`config.mk`:
```
export PLATFORM = sky130hd
export DESIGN_NAME = ising_metropolis_damage_spreading_unit
export DESIGN_NICKNAME = d
export VERILOG_FILES = /design/src/sv/imds_pkg.sv /design/src/sv/ising_metropolis_damage_spreading_unit.sv /design/src/sv/imds_popcnt.sv /design/src/sv/imds_pow.sv
export SDC_FILE = /design/constraint.sdc
export NUM_CORES = 2
export LEC_CHECK = 0
export BUFFER_PORTS_ARGS = -buffer_cell sky130_fd_sc_hd__buf_2
export CAP_MARGIN = 30
export CELL_PAD_IN_SITES_DETAIL_PLACEMENT = 0
export CELL_PAD_IN_SITES_GLOBAL_PLACEMENT = 1
export CORE_MARGIN = 5
export CORE_UTILIZATION = 49
export DETAILED_ROUTE_END_ITERATION = 12
export HOLD_SLACK_MARGIN = 0.06
export PLACE_DENSITY_LB_ADDON = 0.12
export SYNTH_ARGS = -nofsm -noshare
export SYNTH_HDL_FRONTEND = slang
export SYNTH_SLANG_ARGS = --single-unit
```
`constraint.sdc`:
```
create_clock -name clk -period 6.5 [get_ports clk]
set_clock_uncertainty 0.1 [all_clocks]
set_input_delay 0.65 -clock clk [delete_from_list [all_inputs] [get_ports clk]]
set_output_delay 0.65 -clock clk [all_outputs]
set_load 0.02 [all_outputs]
```
`src/sv/imds_pkg.sv`:
```
// Shared types and constants for the Ising Metropolis damage spreading unit.
// No dependencies; every other file refers to this package by scoped names.
package imds_pkg;

  localparam int NODES = 64;
  localparam int NODE_W = 6;
  localparam int ROW_W = 64;
  localparam int CNT_W = 7;
  localparam int FRAC_W = 16;
  localparam int STEP_W = 7;
  localparam int CFG_IDX_W = 1;
  localparam int CFG_DATA_W = 16;

  localparam logic [ROW_W-1:0] NODE_MASK =
    (NODES >= ROW_W) ? {ROW_W{1'b1}} : ((ROW_W'(1) << NODES) - ROW_W'(1));

  typedef enum logic [1:0] {
    OP_WR_ROW   = 2'd0,
    OP_WR_SPIN  = 2'd1,
    OP_UPDATE   = 2'd2,
    OP_READ_CNT = 2'd3
  } op_t;

  typedef enum logic [CFG_IDX_W-1:0] {
    CFG_ACCEPT_BASE = 1'b0,
    CFG_PINNED_NODE = 1'b1
  } cfg_idx_t;

  typedef enum logic [3:0] {
    ST_IDLE,
    ST_READ,
    ST_G1,
    ST_G2,
    ST_G3,
    ST_G4,
    ST_SETUP,
    ST_POW,
    ST_CNT0,
    ST_CNT1,
    ST_DONE
  } state_t;

  // sequencer -> power unit
  typedef struct packed {
    logic              load;
    logic [STEP_W-1:0] steps;
  } pow_ctl_t;

  // power unit -> sequencer
  typedef struct packed {
    logic done;
    logic undo;
  } pow_sts_t;

endpackage

```
`src/sv/ising_metropolis_damage_spreading_unit.sv`:
```
// Top level of the Ising Metropolis damage spreading unit: sequencer,
// adjacency memory and spin registers. Depends on imds_pkg, imds_popcnt, imds_pow.
//
// Usage
//   Commands: a beat is taken at a clock edge with start high and busy low.
//   in_operation selects: write adjacency row, write both spins of a node,
//   try a Metropolis flip of a node in main and replica, or read the count.
//   Every command gives exactly one result beat: out_valid is high for one
//   cycle with the node's spins after the command and the mismatch count.
//   Sequence: row write, spin write and count read step through CNT0, CNT1
//   and DONE to the strobe; the next command may be started in the strobe cycle.
//   An update gathers in READ and G1 to G4 (memory read and three popcounts
//   through one two-stage popcount tree), then per copy runs a setup step
//   and, for k > 0, power steps towards accept_base to the k-th power on the
//   shared 16x16 multiplier, where k = disagreeing minus agreeing neighbours,
//   finishing early once random exceeds the power; with k <= 0 the copy
//   flips at once. The pinned node is tried in the main copy only. Then
//   CNT0, CNT1 and DONE give the count.
//   The receiver cannot stall; results are dropped if not taken.
//   Configuration writes (cfg_we) take effect at once and belong in idle time.
//   Reset: accept_base returns to 27460 and pinned_node to 0; adjacency and
//   spins hold no defined value until written.
module ising_metropolis_damage_spreading_unit (
  input  logic                            clk,
  input  logic                            rst_n,
  input  logic                            start,
  output logic                            busy,
  input  logic [1:0]                      in_operation,
  input  logic [imds_pkg::NODE_W-1:0]     in_node,
  input  logic [imds_pkg::ROW_W-1:0]      in_row_bits,
  input  logic                            in_spin_main,
  input  logic                            in_spin_replica,
  input  logic [imds_pkg::FRAC_W-1:0]     in_random,
  output logic                            out_valid,
  output logic                            out_main_spin_now,
  output logic                            out_replica_spin_now,
  output logic [imds_pkg::CNT_W-1:0]      out_mismatch_count,
  input  logic                            cfg_we,
  input  logic [imds_pkg::CFG_IDX_W-1:0]  cfg_index,
  input  logic [imds_pkg::CFG_DATA_W-1:0] cfg_data
);

  imds_pkg::state_t state_r, state_nxt;
  imds_pkg::op_t    op;
  imds_pkg::pow_ctl_t pow_ctl;
  imds_pkg::pow_sts_t pow_sts;

  logic [imds_pkg::ROW_W-1:0]  adj_mem [imds_pkg::NODES];
  logic [imds_pkg::ROW_W-1:0]  rd_data_r;
  logic [imds_pkg::ROW_W-1:0]  main_r, rep_r;
  logic [imds_pkg::ROW_W-1:0]  nbr_r, nbr;
  logic [imds_pkg::ROW_W-1:0]  pc_vec;
  logic [imds_pkg::CNT_W-1:0]  pc_out;
  logic [imds_pkg::CNT_W-1:0]  total_r, diff_m_r, diff_r_r, diff_sel;
  logic [imds_pkg::NODE_W-1:0] node_r;
  logic [imds_pkg::FRAC_W-1:0] rnd_r;
  logic [imds_pkg::FRAC_W-1:0] base_r;
  logic [imds_pkg::NODE_W-1:0] pinned_r;
  logic                        valid_r;
  logic                        copy_r, copy_nxt;
  logic                        accept, node_valid;
  logic                        flip_en, flip_undo;
  logic signed [imds_pkg::CNT_W+1:0] k_s;
  logic                        k_pos;
  logic                        out_valid_r, out_main_r, out_rep_r;
  logic [imds_pkg::CNT_W-1:0]  out_cnt_r;

  assign op         = imds_pkg::op_t'(in_operation);
  assign accept     = start && (state_r == imds_pkg::ST_IDLE);
  assign node_valid = {1'b0, in_node} < imds_pkg::CNT_W'(imds_pkg::NODES);
  assign busy       = state_r != imds_pkg::ST_IDLE;

  // configuration registers
  always_ff @(posedge clk) begin
    if (!rst_n) begin
      base_r   <= imds_pkg::FRAC_W'(27460);
      pinned_r <= '0;
    end else if (cfg_we) begin
      unique case (imds_pkg::cfg_idx_t'(cfg_index))
        imds_pkg::CFG_ACCEPT_BASE: base_r   <= cfg_data;
        imds_pkg::CFG_PINNED_NODE: pinned_r <= cfg_data[imds_pkg::NODE_W-1:0];
        default: ;
      endcase
    end
  end

  // adjacency memory: one write port, one registered read port
  always_ff @(posedge clk) begin
    if (accept && node_valid && op == imds_pkg::OP_WR_ROW) begin
      adj_mem[in_node] <= in_row_bits;
    end
    rd_data_r <= adj_mem[in_node];
  end

  // neighbours, self link and nodes past the end removed
  assign nbr = rd_data_r & imds_pkg::NODE_MASK & ~(imds_pkg::ROW_W'(1) << node_r);

  imds_popcnt u_popcnt (
    .clk   (clk),
    .vec   (pc_vec),
    .count (pc_out)
  );

  imds_pow u_pow (
    .clk   (clk),
    .rst_n (rst_n),
    .ctl   (pow_ctl),
    .base  (base_r),
    .rnd   (rnd_r),
    .sts   (pow_sts)
  );

  assign diff_sel = copy_r ? diff_r_r : diff_m_r;
  // k = differ - agree = 2*differ - total
  assign k_s   = $signed({1'b0, diff_sel, 1'b0}) - $signed({2'b00, total_r});
  assign k_pos = !k_s[imds_pkg::CNT_W+1] && (k_s != '0);

  always_ff @(posedge clk) begin
    if (!rst_n) begin
      state_r <= imds_pkg::ST_IDLE;
      copy_r  <= 1'b0;
    end else begin
      state_r <= state_nxt;
      copy_r  <= copy_nxt;
    end
  end

  always_comb begin
    state_nxt     = state_r;
    copy_nxt      = copy_r;
    pc_vec        = (main_r ^ rep_r) & imds_pkg::NODE_MASK;
    pow_ctl.load  = 1'b0;
    pow_ctl.steps = k_s[imds_pkg::STEP_W-1:0] - imds_pkg::STEP_W'(1);
    flip_en       = 1'b0;
    flip_undo     = 1'b0;
    unique case (state_r)
      imds_pkg::ST_IDLE: begin
        copy_nxt = 1'b0;
        if (start) begin
          state_nxt = (op == imds_pkg::OP_UPDATE && node_valid) ?
                      imds_pkg::ST_READ : imds_pkg::ST_CNT0;
        end
      end
      imds_pkg::ST_READ: begin
        pc_vec    = nbr;
        state_nxt = imds_pkg::ST_G1;
      end
      imds_pkg::ST_G1: begin
        pc_vec    = nbr_r & (main_r ^ {imds_pkg::ROW_W{main_r[node_r]}});
        state_nxt = imds_pkg::ST_G2;
      end
      imds_pkg::ST_G2: begin
        pc_vec    = nbr_r & (rep_r ^ {imds_pkg::ROW_W{rep_r[node_r]}});
        state_nxt = imds_pkg::ST_G3;
      end
      imds_pkg::ST_G3: state_nxt = imds_pkg::ST_G4;
      imds_pkg::ST_G4: state_nxt = imds_pkg::ST_SETUP;
      imds_pkg::ST_SETUP: begin
        if (k_pos) begin
          pow_ctl.load = 1'b1;
          state_nxt    = imds_pkg::ST_POW;
        end else begin
          flip_en = 1'b1;
          if (!copy_r && node_r != pinned_r) begin
            copy_nxt = 1'b1;
          end else begin
            state_nxt = imds_pkg::ST_CNT0;
          end
        end
      end
      imds_pkg::ST_POW: begin
        if (pow_sts.done) begin
          flip_en   = 1'b1;
          flip_undo = pow_sts.undo;
          if (!copy_r && node_r != pinned_r) begin
            copy_nxt  = 1'b1;
            state_nxt = imds_pkg::ST_SETUP;
          end else begin
            state_nxt = imds_pkg::ST_CNT0;
          end
        end
      end
      imds_pkg::ST_CNT0: state_nxt = imds_pkg::ST_CNT1;
      imds_pkg::ST_CNT1: state_nxt = imds_pkg::ST_DONE;
      imds_pkg::ST_DONE: state_nxt = imds_pkg::ST_IDLE;
      default:           state_nxt = imds_pkg::ST_IDLE;
    endcase
  end

  // spin copies
  always_ff @(posedge clk) begin
    if (accept && node_valid && op == imds_pkg::OP_WR_SPIN) begin
      main_r[in_node] <= in_spin_main;
      rep_r[in_node]  <= in_spin_replica;
    end
    if (flip_en) begin
      if (copy_r) begin
        rep_r[node_r]  <= rep_r[node_r] ^ ~flip_undo;
      end else begin
        main_r[node_r] <= main_r[node_r] ^ ~flip_undo;
      end
    end
  end

  // command beat and gathered counts
  always_ff @(posedge clk) begin
    if (accept) begin
      node_r  <= in_node;
      rnd_r   <= in_random;
      valid_r <= node_valid;
    end
    if (state_r == imds_pkg::ST_READ) nbr_r    <= nbr;
    if (state_r == imds_pkg::ST_G2)   total_r  <= pc_out;
    if (state_r == imds_pkg::ST_G3)   diff_m_r <= pc_out;
    if (state_r == imds_pkg::ST_G4)   diff_r_r <= pc_out;
  end

  // result beat
  always_ff @(posedge clk) begin
    if (!rst_n) begin
      out_valid_r <= 1'b0;
    end else begin
      out_valid_r <= state_r == imds_pkg::ST_DONE;
    end
  end

  always_ff @(posedge clk) begin
    if (state_r == imds_pkg::ST_DONE) begin
      out_main_r <= valid_r & main_r[node_r];
      out_rep_r  <= valid_r & rep_r[node_r];
      out_cnt_r  <= pc_out;
    end
  end

  assign out_valid            = out_valid_r;
  assign out_main_spin_now    = out_main_r;
  assign out_replica_spin_now = out_rep_r;
  assign out_mismatch_count   = out_cnt_r;

endmodule

```
`src/sv/imds_popcnt.sv`:
```
// Two-stage registered population count over one 64-bit row.
// Depends on imds_pkg. Byte counts are registered first, then their sum.
module imds_popcnt (
  input  logic                      clk,
  input  logic [imds_pkg::ROW_W-1:0] vec,
  output logic [imds_pkg::CNT_W-1:0] count
);

  localparam int CHUNKS = imds_pkg::ROW_W / 8;

  logic [3:0] chunk_nxt [CHUNKS];
  logic [3:0] chunk_r   [CHUNKS];
  logic [imds_pkg::CNT_W-1:0] sum_nxt;
  logic [imds_pkg::CNT_W-1:0] sum_r;

  always_comb begin
    for (int c = 0; c < CHUNKS; c++) begin
      chunk_nxt[c] = '0;
      for (int b = 0; b < 8; b++) begin
        chunk_nxt[c] = chunk_nxt[c] + 4'(vec[c*8+b]);
      end
    end
  end

  always_comb begin
    sum_nxt = '0;
    for (int c = 0; c < CHUNKS; c++) begin
      sum_nxt = sum_nxt + imds_pkg::CNT_W'(chunk_r[c]);
    end
  end

  always_ff @(posedge clk) begin
    chunk_r <= chunk_nxt;
    sum_r   <= sum_nxt;
  end

  assign count = sum_r;

endmodule

```
`src/sv/imds_pow.sv`:
```
// Shared 16x16 multiplier that raises accept_base to the k-th power, one
// truncated product a cycle, and compares it with the random fraction.
// Depends on imds_pkg.
module imds_pow (
  input  logic                        clk,
  input  logic                        rst_n,
  input  imds_pkg::pow_ctl_t          ctl,
  input  logic [imds_pkg::FRAC_W-1:0] base,
  input  logic [imds_pkg::FRAC_W-1:0] rnd,
  output imds_pkg::pow_sts_t          sts
);

  logic                          active_r;
  logic [imds_pkg::STEP_W-1:0]   steps_r;
  logic [imds_pkg::FRAC_W-1:0]   p_r;
  logic [2*imds_pkg::FRAC_W-1:0] prod;
  logic                          above;
  logic                          finish;

  assign prod   = p_r * base;
  assign above  = rnd > p_r;
  // the power only falls, so once random exceeds it the outcome is fixed
  assign finish = active_r && ((steps_r == '0) || above);

  always_ff @(posedge clk) begin
    if (!rst_n) begin
      active_r <= 1'b0;
    end else if (ctl.load) begin
      active_r <= 1'b1;
    end else if (finish) begin
      active_r <= 1'b0;
    end
  end

  always_ff @(posedge clk) begin
    if (ctl.load) begin
      p_r     <= base;
      steps_r <= ctl.steps;
    end else if (active_r && !finish) begin
      p_r     <= prod[2*imds_pkg::FRAC_W-1:imds_pkg::FRAC_W];
      steps_r <= steps_r - imds_pkg::STEP_W'(1);
    end
  end

  assign sts.done = finish;
  assign sts.undo = above;

endmodule

```
==> metrics.cfg <==
[timing]
setup_viol=0
max_freq_mhz=158.8
hold_viol_final=0
max-slew-margin-rel=0.2693
min_period_over_period=0.9689
period_minus_slack_ps=6298
drv_slew=0
rsz0062_at_grt=yes
worst_slew_pin_slew_ps=1096

[floorplan]
ios=122
fp.dieArea_um2=373100
core_um2=359500
start_util=0.4921
die_y_um=610.8
dieWidth_um=610.8
rows=220

[yosys]
syn-num-nets=11287
ys_types=61
synth_area_per_cell_um2=16.43
synthAdderAreaFrac=0.03933
synth_mux_area_frac=0.01309
synth_top_family_by_area=compound AO/OA/AOI/OAI gates
ys_ff_latch=4495
ys_top_cells_by_area=edfxtp_1 (72%), a22oi_1 (5.6%), dfxtp_1 (2.9%)
synth-edff-count=4235
synth_flop_cell=edfxtp_1
synthXorXnorAreaFrac=0.007363
synth_seq_area_share=0.7483
synth_compound_area_frac=0.1348
synth_top_area_cell=edfxtp_1
async_flop_share=0
synthCells=10767
yosys.area.top_type_share=0.7189
synthSimpleGateAreaFrac=0.03239
syn_area_um2=176900
yosys_warnings=0

[placed_design]
place_area_um2=186400
gp_congestion=0.8348
dpl.hpwl_mm=328.9
io_buffers=121

[layout]
multi_input_area_um2=41030
utilization=0.5635
syn_to_final_growth_pct=14.52
drive_gt1_frac=0.1342
regArea_um2=132400
mostFrequentLayoutCell=edfxtp_1
fillers=27945
layout_common_cells=edfxtp_1 (4235), a22oi_1 (1311), a31oi_1 (496), a221oi_1 (468), clkbuf_16 (451)
layout.nets=11706
final_area_um2=202600

[grt]
antenna_found_initial=80
grt_pass1_vias=106462
grt_first_pass_wirelength_mm=850.3
grt_overflow=0
grtUsageTotal=0.3229
grt_max_degree=129

[hold_path]
hold_depth=2
min_from=in_row_bits[0]
min_to=adj_mem[24][0]$_DFFE_PP_
hp-class=in -> reg

[worst_setup_path]
worstReg2RegEnd=u_pow.p_r[13]$_DFFE_PP_
path_class=reg -> reg
crit_chain=buf_6, and2_4, fa_1, inv_1, fa_1, inv_2, fa_1, fa_1, fa_1, inv_2, fa_1, inv_2, ha_4, a211oi_2, nor2_2, nor4_4, nor3_4, o2111ai_4, a21boi_1, o21a_1, o31ai_1, o21ai_0
slowest_delay_ps=580
reg2reg_depth=22
crit_required_ps=7040
crit_slowest_cell=fa_1
regToRegSetupSlack_ps=200
worst_r2r_startpoint=u_pow.p_r[5]$_DFFE_PP_
startpoint_type=flop
cp-end-kind=flop
crit_top_cell=fa_1
cp_max_fo=3
arrival_ps=6840

[detailed_routing]
firstDrtPassIters=6
dr_total_vias=110442
drc_errors=0
drtAntennaViolNets=0
drt-vias-per-instance=6.723
wl_per_cell_um=37.44
drt-total-wl_mm=615.1
drtIter0Drc=15659

[clocking]
cts_tree=yes
cts_root_buf=clkbuf_16
cts_buffer_depth=4
clk_latency_ps=1020
cts_sinks=4495
cts_made_buffers=446
cts_max_level=5
path_clk_slew_ps=60

[job]
drv_cap=0

[outcome]
status=finished, final reports clean

[pwr]
p_leak_nw=65.24
ir_worst_vdd_uv=284.4
power_density_nw_per_um2=340.1

-- layer usage --
layer  GRT usage  wire, um  vias up
met3     0.06655     66070     1228
met5           0       227        -
li1            -         -    44556
met2      0.5119    288300     6990
met4      0.1183     24650       34
met1      0.4452    235800    57634
-- sequential cells by signal, summed over array words and instances (netlist names), 4 cells and up --
name and flops:
nbr_r 64, rd_data_r 64, total_r 7, out_mismatch_count 7, node_r 6, u_popcnt.chunk_r 32, diff_r_r 7, u_popcnt.count 7
u_pow.steps_r 7, main_r 64, base_r 16, u_pow.p_r 16, pinned_r 6, rep_r 64, adj_mem 4096, diff_m_r 7
state_r 4, rnd_r 16
-- area by class of cell --
type / count / share of cell area
flip-flops and latches: 4495 / 0.6535
multi-input cells: 5133 / 0.2026
clock buffers: 598 / 0.05957
repair buffers: 686 / 0.03438
well taps: 4773 / 0.02948
clock inverters: 231 / 0.01160
inverters: 424 / 0.007856
diodes: 87 / 0.001075
-- cell usage after synthesis (12+ instances only) --
cell type,count
a31oi_1,496
a221oi_1,468
a2bb2oi_1,48
a21o_1,49
clkbuf_1,609
fa_1,245
nor4_1,32
a21oi_1,366
xor2_1,55
nand3_1,89
edfxtp_1,4235
nor2b_1,81
a21boi_0,17
nand2_1,329
buf_1,67
a311oi_1,12
mux2_2,131
xnor2_1,90
nor2_1,245
a22o_1,385
mux2i_1,12
o21ai_0,45
dfxtp_1,260
mux4_2,32
buf_2,30
nor3_1,18
inv_1,423
and2_1,119
a22oi_1,1311
nand4_1,196
ha_1,164
-- power breakdown --
part | total (W) | leakage (nW) | switching, W | internal, W
combinational | 0.0106 | 18.0 | 0.00653 | 0.00402
clock | 0.0256 | 7.01 | 0.0111 | 0.0145
sequential | 0.0328 | 40.2 | 0.000461 | 0.0323
-- cell families (layout without fill, tap and decap cells) --
logic type / after synthesis / count (layout)
flip-flops: 4495 / 4495
AO/OA/AOI/OAI: 3241 / 3241
XOR/XNOR: 147 / 147
other: 0 / 87
multiplexers: 175 / 175
adder cells (fa/ha/maj): 409 / 409
AND/OR/NAND/NOR: 1161 / 1161
buffers and inverters: 1139 / 1939
-- worst max-delay path: cells and delay by family (launching register included) --
kind	cells	cell delay (ps)
adder cells (fa/ha/maj)	7	3400
AO/OA/AOI/OAI	6	1100
flip-flops	1	450
buffers and inverters	5	350
AND/OR/NAND/NOR	4	590
-- worst max path at each step --
| stage | start | to | slack, ps | cells past startpoint |
|---|---|---|---|---|
| finish | u_pow.p_r[5]$_DFFE_PP_ | u_pow.p_r[13]$_DFFE_PP_ | 200 | 22 |
| global route | u_pow.p_r[5]$_DFFE_PP_ | u_pow.p_r[15]$_DFFE_PP_ | -80 | 22 |
| CTS | u_pow.p_r[7]$_DFFE_PP_ | u_pow.p_r[14]$_DFFE_PP_ | 4 | 26 |
| detailed placement | u_pow.p_r[7]$_DFFE_PP_ | u_pow.p_r[15]$_DFFE_PP_ | -210 | 23 |
| global placement | u_pow.p_r[7]$_DFFE_PP_ | u_pow.p_r[10]$_DFFE_PP_ | -290 | 23 |
| floorplan | base_r[7]$_SDFFE_PN0P_ | u_pow.p_r[15]$_DFFE_PP_ | 170 | 24 |
-- metrics by stage --
step           hold WS, ps  TNS (ps)  power, W  cells  worst slack (ps)
6_report             88.27         0   0.06890  16427             202.5
2_1_floorplan        332.4         0   0.03920  10767             169.9
4_1_cts              60.01         0   0.06876  16274             4.196
5_1_grt              60.32    -269.6   0.07135  16357            -78.14
3_5_place_dp         378.2     -1130   0.04348  15400            -214.0
3_3_place_gp         376.0     -1770   0.04329  15389            -291.5
-- timing repair --
action / 4_1_cts / 5_1_grt
gates resized for setup: 10 / 50
hold buffers: 45 / 26
pin swaps: 0 / 32
buffers inserted: 0 / 14
hold endpoints to repair: 81 / 358
cloned: 0 / 0
setup endpoints to repair: 11 / 12
(Power assumes the default switching activity.)
